$ cat src/lwbc_pkg.sv
// ----------------------------------------------------------------------------
// lwbc_pkg
// Shared widths, request kind codes and the command and status bundles
// passed between the cache directory controller and its datapath.
// ----------------------------------------------------------------------------
package lwbc_pkg;

  // field widths fixed by the interface
  localparam int KIND_W = 2;
  localparam int ADDR_W = 32;
  localparam int WAY_W  = 4;

  // request kind codes
  localparam logic [KIND_W-1:0] KIND_READ  = 2'd0;
  localparam logic [KIND_W-1:0] KIND_WRITE = 2'd1;
  localparam logic [KIND_W-1:0] KIND_FLUSH = 2'd2;
  localparam logic [KIND_W-1:0] KIND_NONE  = 2'd3;

  // controller to datapath commands
  typedef struct packed {
    logic accept;       // item taken, latch the request
    logic flush_start;  // item is a flush, rewind the walk
    logic lookup;       // compare tags and pick the target entry
    logic update;       // apply the access and send its result
    logic flush_step;   // visit one recency position
    logic flush_done;   // send the closing result, invalidate all
  } cmd_t;

  // datapath to controller status
  typedef struct packed {
    logic pos_last;     // flush walk is at the most recent position
  } stat_t;

endpackage

$ cat src/lwbc_ctrl.sv
// ----------------------------------------------------------------------------
// lwbc_ctrl
// Sequencer for the cache directory: an access goes through a lookup and an
// update step, a flush walks every recency position and then closes.
// ----------------------------------------------------------------------------
module lwbc_ctrl (
  input  logic                              clk,
  input  logic                              rst_n,
  input  logic                              start,
  input  logic [lwbc_pkg::KIND_W-1:0]       in_kind,
  input  lwbc_pkg::stat_t                   stat,
  output logic                              busy,
  output lwbc_pkg::cmd_t                    cmd
);

  localparam logic [2:0] ST_IDLE   = 3'd0;
  localparam logic [2:0] ST_LOOKUP = 3'd1;
  localparam logic [2:0] ST_RESP   = 3'd2;
  localparam logic [2:0] ST_FLUSH  = 3'd3;
  localparam logic [2:0] ST_FL_END = 3'd4;

  logic [2:0] state_r;
  logic [2:0] state_nxt;
  logic       can_take;
  logic       accept;
  logic [2:0] entry_state;

  // a new item may come in during the last cycle of the previous one
  assign can_take = (state_r == ST_IDLE) || (state_r == ST_RESP) ||
                    (state_r == ST_FL_END);
  assign busy     = !can_take;
  assign accept   = start && can_take;

  // first state of an accepted item
  always_comb begin
    unique case (in_kind)
      lwbc_pkg::KIND_READ:  entry_state = ST_LOOKUP;
      lwbc_pkg::KIND_WRITE: entry_state = ST_LOOKUP;
      lwbc_pkg::KIND_FLUSH: entry_state = ST_FLUSH;
      lwbc_pkg::KIND_NONE:  entry_state = ST_IDLE;
      default:              entry_state = ST_IDLE;
    endcase
  end

  // next state
  always_comb begin
    unique case (state_r)
      ST_IDLE, ST_RESP, ST_FL_END: begin
        state_nxt = accept ? entry_state : ST_IDLE;
      end
      ST_LOOKUP: state_nxt = ST_RESP;
      ST_FLUSH:  state_nxt = stat.pos_last ? ST_FL_END : ST_FLUSH;
      default:   state_nxt = ST_IDLE;
    endcase
  end

  always_ff @(posedge clk) begin
    if (!rst_n) begin
      state_r <= ST_IDLE;
    end else begin
      state_r <= state_nxt;
    end
  end

  // command decode
  always_comb begin
    cmd.accept      = accept;
    cmd.flush_start = accept && (in_kind == lwbc_pkg::KIND_FLUSH);
    cmd.lookup      = (state_r == ST_LOOKUP);
    cmd.update      = (state_r == ST_RESP);
    cmd.flush_step  = (state_r == ST_FLUSH);
    cmd.flush_done  = (state_r == ST_FL_END);
  end

endmodule

$ cat src/lwbc_datapath.sv
// ----------------------------------------------------------------------------
// lwbc_datapath
// Tag store, valid and dirty bits and per-entry recency rank of the cache
// directory, with the parallel tag compare, the flush walk and the result
// registers.
// ----------------------------------------------------------------------------
module lwbc_datapath #(
  parameter int NUM_ENTRIES = 16
) (
  input  logic                              clk,
  input  logic                              rst_n,
  input  lwbc_pkg::cmd_t                    cmd,
  output lwbc_pkg::stat_t                   stat,
  input  logic [lwbc_pkg::KIND_W-1:0]       in_kind,
  input  logic [lwbc_pkg::ADDR_W-1:0]       in_block_addr,
  output logic                              out_valid,
  output logic                              out_hit,
  output logic [lwbc_pkg::WAY_W-1:0]        out_way,
  output logic                              out_fill_needed,
  output logic                              out_wb_valid,
  output logic [lwbc_pkg::ADDR_W-1:0]       out_wb_addr,
  output logic                              out_last
);

  localparam int IDX_W = $clog2(NUM_ENTRIES);
  localparam int EXT_W = IDX_W + lwbc_pkg::WAY_W;

  // entry index to way field, zero extended or masked
  function automatic logic [lwbc_pkg::WAY_W-1:0] to_way(input logic [IDX_W-1:0] idx);
    logic [EXT_W-1:0] ext;
    ext = EXT_W'(idx);
    return ext[lwbc_pkg::WAY_W-1:0];
  endfunction

  // request
  logic [lwbc_pkg::ADDR_W-1:0] req_addr_r;
  logic                        req_write_r;

  // directory state
  logic [lwbc_pkg::ADDR_W-1:0] tag_r [NUM_ENTRIES];
  logic [NUM_ENTRIES-1:0]      valid_r;
  logic [NUM_ENTRIES-1:0]      dirty_r;
  logic [IDX_W-1:0]            rank_r [NUM_ENTRIES];

  // lookup result
  logic             lk_hit_r;
  logic [IDX_W-1:0] lk_idx_r;
  logic [IDX_W-1:0] lk_rank_r;

  // flush walk
  logic [IDX_W-1:0]            pos_r;
  logic                        pend_v_r;
  logic [IDX_W-1:0]            pend_way_r;
  logic [lwbc_pkg::ADDR_W-1:0] pend_addr_r;

  // result registers
  logic                        out_valid_r;
  logic                        out_hit_r;
  logic [lwbc_pkg::WAY_W-1:0]  out_way_r;
  logic                        out_fill_r;
  logic                        out_wbv_r;
  logic [lwbc_pkg::ADDR_W-1:0] out_wba_r;
  logic                        out_last_r;

  // combinational
  logic [NUM_ENTRIES-1:0]      hit_vec;
  logic [NUM_ENTRIES-1:0]      vic_vec;
  logic [NUM_ENTRIES-1:0]      fl_vec;
  logic [NUM_ENTRIES-1:0]      tgt_vec;
  logic [IDX_W-1:0]            tgt_idx;
  logic [IDX_W-1:0]            tgt_rank;
  logic [IDX_W-1:0]            fl_idx;
  logic                        fl_wb;
  logic [IDX_W-1:0]            rd_idx;
  logic [lwbc_pkg::ADDR_W-1:0] rd_tag;
  logic                        miss_wb;

  // per-entry tag match, least recent entry and flush position match
  always_comb begin
    for (int i = 0; i < NUM_ENTRIES; i++) begin
      hit_vec[i] = valid_r[i] && (tag_r[i] == req_addr_r);
      vic_vec[i] = (rank_r[i] == '0);
      fl_vec[i]  = (rank_r[i] == pos_r);
    end
  end

  // encode the target entry and the flush entry
  always_comb begin
    tgt_vec  = (|hit_vec) ? hit_vec : vic_vec;
    tgt_idx  = '0;
    tgt_rank = '0;
    fl_idx   = '0;
    for (int i = 0; i < NUM_ENTRIES; i++) begin
      if (tgt_vec[i]) begin
        tgt_idx  = tgt_idx | IDX_W'(i);
        tgt_rank = tgt_rank | rank_r[i];
      end
      if (fl_vec[i]) begin
        fl_idx = fl_idx | IDX_W'(i);
      end
    end
    fl_wb = |(fl_vec & valid_r & dirty_r);
  end

  // single tag read port shared by the update and the flush walk
  assign rd_idx  = cmd.flush_step ? fl_idx : lk_idx_r;
  assign rd_tag  = tag_r[rd_idx];
  assign miss_wb = !lk_hit_r && valid_r[lk_idx_r] && dirty_r[lk_idx_r];

  assign stat.pos_last = (pos_r == IDX_W'(NUM_ENTRIES - 1));

  // request latch
  always_ff @(posedge clk) begin
    if (cmd.accept) begin
      req_addr_r  <= in_block_addr;
      req_write_r <= (in_kind == lwbc_pkg::KIND_WRITE);
    end
  end

  // lookup result latch
  always_ff @(posedge clk) begin
    if (cmd.lookup) begin
      lk_hit_r  <= |hit_vec;
      lk_idx_r  <= tgt_idx;
      lk_rank_r <= tgt_rank;
    end
  end

  // tag install on a miss
  always_ff @(posedge clk) begin
    if (cmd.update && !lk_hit_r) begin
      tag_r[lk_idx_r] <= req_addr_r;
    end
  end

  // valid, dirty and recency update
  always_ff @(posedge clk) begin
    if (!rst_n) begin
      valid_r <= '0;
      dirty_r <= '0;
      for (int i = 0; i < NUM_ENTRIES; i++) begin
        rank_r[i] <= IDX_W'(i);
      end
    end else begin
      priority if (cmd.update) begin
        valid_r[lk_idx_r] <= 1'b1;
        dirty_r[lk_idx_r] <= lk_hit_r ? (dirty_r[lk_idx_r] | req_write_r) : req_write_r;
        for (int i = 0; i < NUM_ENTRIES; i++) begin
          if (IDX_W'(i) == lk_idx_r) begin
            rank_r[i] <= IDX_W'(NUM_ENTRIES - 1);
          end else if (rank_r[i] > lk_rank_r) begin
            rank_r[i] <= rank_r[i] - 1'b1;
          end
        end
      end else if (cmd.flush_done) begin
        valid_r <= '0;
        dirty_r <= '0;
      end else begin
        valid_r <= valid_r;
      end
    end
  end

  // flush walk position and held writeback, sent once the next one is known
  always_ff @(posedge clk) begin
    if (!rst_n) begin
      pos_r    <= '0;
      pend_v_r <= 1'b0;
    end else begin
      priority if (cmd.flush_start) begin
        pos_r    <= '0;
        pend_v_r <= 1'b0;
      end else if (cmd.flush_step) begin
        pos_r <= pos_r + 1'b1;
        if (fl_wb) begin
          pend_v_r <= 1'b1;
        end
      end else if (cmd.flush_done) begin
        pend_v_r <= 1'b0;
      end else begin
        pos_r <= pos_r;
      end
    end
  end

  always_ff @(posedge clk) begin
    if (cmd.flush_step && fl_wb) begin
      pend_way_r  <= fl_idx;
      pend_addr_r <= rd_tag;
    end
  end

  // result strobe
  always_ff @(posedge clk) begin
    if (!rst_n) begin
      out_valid_r <= 1'b0;
    end else begin
      out_valid_r <= cmd.update || cmd.flush_done || (cmd.flush_step && fl_wb && pend_v_r);
    end
  end

  // result payload
  always_ff @(posedge clk) begin
    priority if (cmd.update) begin
      out_hit_r  <= lk_hit_r;
      out_way_r  <= to_way(lk_idx_r);
      out_fill_r <= !lk_hit_r && !req_write_r;
      out_wbv_r  <= miss_wb;
      out_wba_r  <= miss_wb ? rd_tag : '0;
      out_last_r <= 1'b1;
    end else if (cmd.flush_step && fl_wb && pend_v_r) begin
      out_hit_r  <= 1'b0;
      out_way_r  <= to_way(pend_way_r);
      out_fill_r <= 1'b0;
      out_wbv_r  <= 1'b1;
      out_wba_r  <= pend_addr_r;
      out_last_r <= 1'b0;
    end else if (cmd.flush_done) begin
      out_hit_r  <= 1'b0;
      out_way_r  <= pend_v_r ? to_way(pend_way_r) : '0;
      out_fill_r <= 1'b0;
      out_wbv_r  <= pend_v_r;
      out_wba_r  <= pend_v_r ? pend_addr_r : '0;
      out_last_r <= 1'b1;
    end else begin
      out_last_r <= out_last_r;
    end
  end

  assign out_valid       = out_valid_r;
  assign out_hit         = out_hit_r;
  assign out_way         = out_way_r;
  assign out_fill_needed = out_fill_r;
  assign out_wb_valid    = out_wbv_r;
  assign out_wb_addr     = out_wba_r;
  assign out_last        = out_last_r;

`ifndef SYNTHESIS
  // a block address is held by at most one valid entry
  a_unique_hit: assert property (@(posedge clk) disable iff (!rst_n)
    $onehot0(hit_vec))
    else $error("more than one entry matches the request address");

  // recency ranks stay a permutation: exactly one least recent entry
  a_one_lru: assert property (@(posedge clk) disable iff (!rst_n)
    $onehot(vic_vec))
    else $error("recency ranks lost their single least recent entry");

  // an access update always sends one final result
  a_update_result: assert property (@(posedge clk) disable iff (!rst_n)
    cmd.update |=> (out_valid_r && out_last_r))
    else $error("access update without a final result");

  // a closed flush leaves nothing valid or dirty
  a_flush_clears: assert property (@(posedge clk) disable iff (!rst_n)
    cmd.flush_done |=> (valid_r == '0) && (dirty_r == '0))
    else $error("entries still valid after flush");
`endif

endmodule

$ cat src/lru_writeback_block_cache_directory.sv
// Access (read or write): tag compare, then recency update, then a registered
// result strobe; a new item can be taken during the recency update.
// Flush: one recency position per clock, one result per dirty entry, or a
// single closing result when nothing is dirty.
// The receiver cannot stall results. Reset (rst_n low, synchronous): entries
// invalid and clean, recency order by entry index, ready as soon as rst_n is high.
// ----------------------------------------------------------------------------
// lru_writeback_block_cache_directory
// Directory of a fully associative write-back block cache with
// least-recently-used replacement and whole-cache flush.
// ----------------------------------------------------------------------------
module lru_writeback_block_cache_directory #(
  parameter int NUM_ENTRIES = 16
) (
  input  logic                              clk,
  input  logic                              rst_n,
  input  logic                              start,
  output logic                              busy,
  input  logic [lwbc_pkg::KIND_W-1:0]       in_kind,
  input  logic [lwbc_pkg::ADDR_W-1:0]       in_block_addr,
  output logic                              out_valid,
  output logic                              out_hit,
  output logic [lwbc_pkg::WAY_W-1:0]        out_way,
  output logic                              out_fill_needed,
  output logic                              out_wb_valid,
  output logic [lwbc_pkg::ADDR_W-1:0]       out_wb_addr,
  output logic                              out_last
);

  lwbc_pkg::cmd_t  cmd;
  lwbc_pkg::stat_t stat;

  // sequencer
  lwbc_ctrl u_ctrl (
    .clk     (clk),
    .rst_n   (rst_n),
    .start   (start),
    .in_kind (in_kind),
    .stat    (stat),
    .busy    (busy),
    .cmd     (cmd)
  );

  // directory state and result registers
  lwbc_datapath #(
    .NUM_ENTRIES (NUM_ENTRIES)
  ) u_datapath (
    .clk             (clk),
    .rst_n           (rst_n),
    .cmd             (cmd),
    .stat            (stat),
    .in_kind         (in_kind),
    .in_block_addr   (in_block_addr),
    .out_valid       (out_valid),
    .out_hit         (out_hit),
    .out_way         (out_way),
    .out_fill_needed (out_fill_needed),
    .out_wb_valid    (out_wb_valid),
    .out_wb_addr     (out_wb_addr),
    .out_last        (out_last)
  );

endmodule
$ cat config.mk
export PLATFORM = sky130hd
export DESIGN_NAME = lru_writeback_block_cache_directory
export DESIGN_NICKNAME = d
export VERILOG_FILES = /design/src/lwbc_pkg.sv /design/src/lwbc_ctrl.sv /design/src/lwbc_datapath.sv /design/src/lru_writeback_block_cache_directory.sv
export SDC_FILE = /design/constraint.sdc
export NUM_CORES = 2
export LEC_CHECK = 0
export ABC_CLOCK_PERIOD_IN_PS = 4800
export BUFFER_PORTS_ARGS = -buffer_cell sky130_fd_sc_hd__buf_2
export CORE_AREA = 2 2 308 310
export CTS_BUF_LIST = sky130_fd_sc_hd__clkbuf_4 sky130_fd_sc_hd__clkbuf_8
export CTS_CLUSTER_SIZE = 16
export DETAILED_ROUTE_END_ITERATION = 16
export DIE_AREA = 0 0 310 312
export GPL_TIMING_DRIVEN = 0
export PLACE_DENSITY = 0.68
export SKIP_LAST_GASP = 1
export SLEW_MARGIN = 40
export SYNTH_ARGS = -nofsm -noshare
export SYNTH_HDL_FRONTEND = slang
export SYNTH_SLANG_ARGS = --single-unit
export TNS_END_PERCENT = 5
$ cat constraint.sdc
create_clock -name clk -period 4.8 [get_ports clk]
set_input_delay 0.24 -clock clk [delete_from_list [all_inputs] [get_ports clk]]
set_output_delay 0.24 -clock clk [all_outputs]
set_load 0.01 [all_outputs]
==> reports/results.md <==
| Quantity | Reported |
|:---|:---|
| Latest clock arrival within the worst-skew pair | 0.87 ns |
| Clk sinks | 735 |
| Mapped Nets | 3050 |
| Gr ovfl total | 0 |
| Number of synthesized register bits | 735 |
| Yosys warnings | 0 |
| Worst-path maximum fanout | 17 |
| Number of fill cells in the layout | 8406 |
| Worst Setup Slack post-DPL | -0.0117 ns |
| Final-layout worst hold slack | 0.0893 ns |
| Clock tree buffer depth | 3 |
| Via-to-Cell Ratio | 6.17 |
| Detailed-placement wirelength estimate | 125000 µm |
| Via count of the first global-routing pass | 26600 |
| Total Routing Usage GR | 33.4% |
| Area overhead of the layout relative to synthesis | 16.7% |
| Die Height | 312 µm |
| Area used by multi-input combinational logic | 15500 µm² |
| Number of cells in the finished layout apart from fillers | 4599 |
| Wire length per cell after detailed routing | 35.6 µm |
| Transition time at the pin with the least slew margin | 1.05 ns |
| CTS clock-pin slew for the worst setup and hold paths | 0.07 ns |
| Utilization of the core after routing | 47.7% |
| Ratio of final minimum period to clock period | 98.4% |
| Maximum resistive drop on vdd | 0.274 mV |
| Sequential cell area | 21700 µm² |
| Starting density of the core | 40.9% |
| DRT iter0 DRCs | 5376 |
| Rel. slew slack | 29.2% |
| Most common cell in the synthesized netlist | sky130_fd_sc_hd__edfxtp_1 |
| Worst min path class | input pin to register |
| Post-synthesis cell count | 2931 |
| Post-synth top cells | 693 x sky130_fd_sc_hd__edfxtp_1, 432 x sky130_fd_sc_hd__xor2_1, 256 x sky130_fd_sc_hd__mux2i_1 |
| Routed Wire Length | 164000 µm |
| DP Cell Count | 4326 |
| Antenna violations before repair | 9 |
| Number of hold-slack violations in the final timing report | 0 |
| Shortest clock period the worst path allows after layout | 4.72 ns |
| Hold Path Depth | 2 |
| RSZ-0062 raised after global routing | no |
| Startpoint types | register |
| Area enclosed by the die boundary | 96700 µm² |
| TritonRoute pass-1 iters | 6 |
| Most area-hungry cell type in the Yosys netlist | sky130_fd_sc_hd__edfxtp_1 |
| Total negative setup slack | 0 ns |
| Power density normalized to cell area | 331 nW/µm² |
| Total Power Consumption | 14.7 mW |
| Worst reg2reg path depth | 10 |
| Top_reg_cell synth | sky130_fd_sc_hd__edfxtp_1 |
| Post-DP Area | 41300 µm² |
| Maximum number of pins on one net before global-route repair | 25 |
| I/O Buffers | 78 |
| Cell area after layout | 44400 µm² |
| Static leakage | 16.0 nW |
| Rows | 112 |
| Fraction of layout cells with a size suffix above 1 | 17.5% |
| DRC violation count after routing | 0 |
| Max_cap viols | 0 |
| Final Slew Violations | 0 |
| Data arrival time of the critical path | 5.30 ns |
| Type of the worst setup path | register to register |
| Number of top-level pins | 79 |
| Post-synthesis sequential area ratio | 56.9% |
| Summed instance area of the synthesized netlist | 38000 µm² |
| Root buf cell | sky130_fd_sc_hd__clkbuf_8 |
| Area share of the largest cell type after synthesis | 54.7% |
| H-tree depth reported by CTS | 4 |
| Placer Congestion | 1.06 |
| TritonCTS clock tree | yes |
| Most area-consuming cells after synthesis | sky130_fd_sc_hd__edfxtp_1 55%, sky130_fd_sc_hd__xor2_1 10%, sky130_fd_sc_hd__mux2i_1 6.7%, sky130_fd_sc_hd__xnor2_1 4.0%, sky130_fd_sc_hd__ha_1 2.7% |
| Ys async rst share | 0% |
| Global-route wire length before repair | 219000 µm |
| Cts bufs inserted | 133 |
| Total vias in the final route | 28400 |
| Run status | finished, final reports clean |
| Placeable Area | 93000 µm² |
| Worst Slack Setup Final | 0.0756 ns |
| Die width | 310 µm |
| Max frequency | 212 MHz |
| Endpoint class of the critical path | register |
| Count of nets after finishing | 3365 |
| Mean instance size in the synthesized netlist | 13.0 µm² |
| Clock skew | 0.0622 ns |
| Number of setup violations in the final report | 0 |
| Number of flops mapped to enable cells by yosys | 693 |
| Remaining number of nets flagged by the antenna check after routing | 0 |
| Critical Path RT | 5.37 ns |
| Number of distinct standard cells referenced by the synthesized netlist | 62 |
[logic make-up (layout without fill, tap and decap cells)]
family	Yosys count	after routing	share of synthesized area, %
XOR/XNOR	607	607	14.0
adder cells (fa/ha/maj)	82	82	2.70
buffers and inverters	245	654	3.26
AND/OR/NAND/NOR	629	629	9.50
multiplexers	266	266	7.33
other	0	5	0
flip-flops	735	735	56.9
AO/OA/AOI/OAI	367	367	6.28
[registers in the layout (all words and copies together), names as in the netlist, 3 cells and up]
signal                  count
u_datapath.lk_idx_r         4
u_datapath.valid_r         16
u_datapath.pend_way_r       4
u_datapath.req_addr_r      32
u_datapath.lk_rank_r        4
u_datapath.pend_addr_r     32
u_ctrl.state_r              3
u_datapath.pos_r            4
u_datapath.dirty_r         16
u_datapath.out_wb_addr     32
u_datapath.out_way          4
u_datapath.tag_r          512
u_datapath.rank_r          64
[routing by layer]
layer	global-route usage, %	part of all wire (%)	up-vias
met5	0	0.012	-
met1	44.8	39	14200
met2	48.1	42	2161
li1	-	-	11600
met3	10.5	13	419
met4	17.7	6.0	4
[critical path, stage by stage, from the launching register on]
cell and delay, ns:
sky130_fd_sc_hd__edfxtp_1 0.73, sky130_fd_sc_hd__buf_2 0.32, sky130_fd_sc_hd__buf_2 0.34, sky130_fd_sc_hd__xor2_1 0.21, sky130_fd_sc_hd__nor4_1 0.68, sky130_fd_sc_hd__nand4_1 0.46
sky130_fd_sc_hd__nor3_2 0.80, sky130_fd_sc_hd__or2_2 0.24, sky130_fd_sc_hd__nor3_1 0.06, sky130_fd_sc_hd__nand4_1 0.38, sky130_fd_sc_hd__o21ai_0 0.19
[layout by cell type (no fill, tap or decap), types with 81 or more instances in the layout]
| master | count |
|---|---|
| sky130_fd_sc_hd__ha_1 | 82 |
| sky130_fd_sc_hd__clkbuf_8 | 140 |
| sky130_fd_sc_hd__inv_1 | 81 |
| sky130_fd_sc_hd__xor2_1 | 432 |
| sky130_fd_sc_hd__o22ai_1 | 128 |
| sky130_fd_sc_hd__edfxtp_1 | 693 |
| sky130_fd_sc_hd__mux2i_1 | 256 |
| sky130_fd_sc_hd__xnor2_1 | 174 |
| sky130_fd_sc_hd__nand2_1 | 126 |
| sky130_fd_sc_hd__buf_2 | 168 |
[power breakdown]
| part | internal (mW) | switching [mW] | total, mW |
|---|---|---|---|
| clock | 3.23 | 2.85 | 6.08 |
| combinational | 0.412 | 0.951 | 1.36 |
| sequential | 7.09 | 0.140 | 7.23 |
| total | 10.7 | 3.94 | 14.7 |
[timing repair]
action	4_1_cts	5_1_grt
hold buffers	38	0
pin swaps	0	0
buffers inserted	0	0
endpoints found under the hold margin	58	0
setup endpoints to repair	1	4
gates resized for setup	1	1
gates cloned	0	0
[worst paths after layout]
| check | to | startpoint | slack [ns] |
|---|---|---|---|
| setup / recovery | u_datapath.lk_idx_r[0] | u_datapath.req_addr_r[22] | 0.08 |
| hold / removal | u_datapath.req_addr_r[24] | in_block_addr[24] | 0.09 |
| setup reg to reg | u_datapath.lk_idx_r[0] | u_datapath.req_addr_r[22] | 0.08 |
| hold reg to reg | u_datapath.out_wb_addr[19] | u_datapath.pend_addr_r[19] | 0.52 |
[final cells by class]
| type | instances | share of cell area, % |
|---|---|---|
| Clock inverter | 65 | 1.15 |
| Antenna cell | 5 | 0.0282 |
| Clock buffer | 164 | 4.75 |
| Tap cell | 1254 | 3.54 |
| Inverter | 85 | 0.725 |
| Multi-Input combinational cell | 1951 | 34.9 |
| Sequential cell | 735 | 48.8 |
| Timing Repair Buffer | 180 | 3.98 |
| Buffer | 160 | 2.10 |
Power figures use the tool's default switching activity.
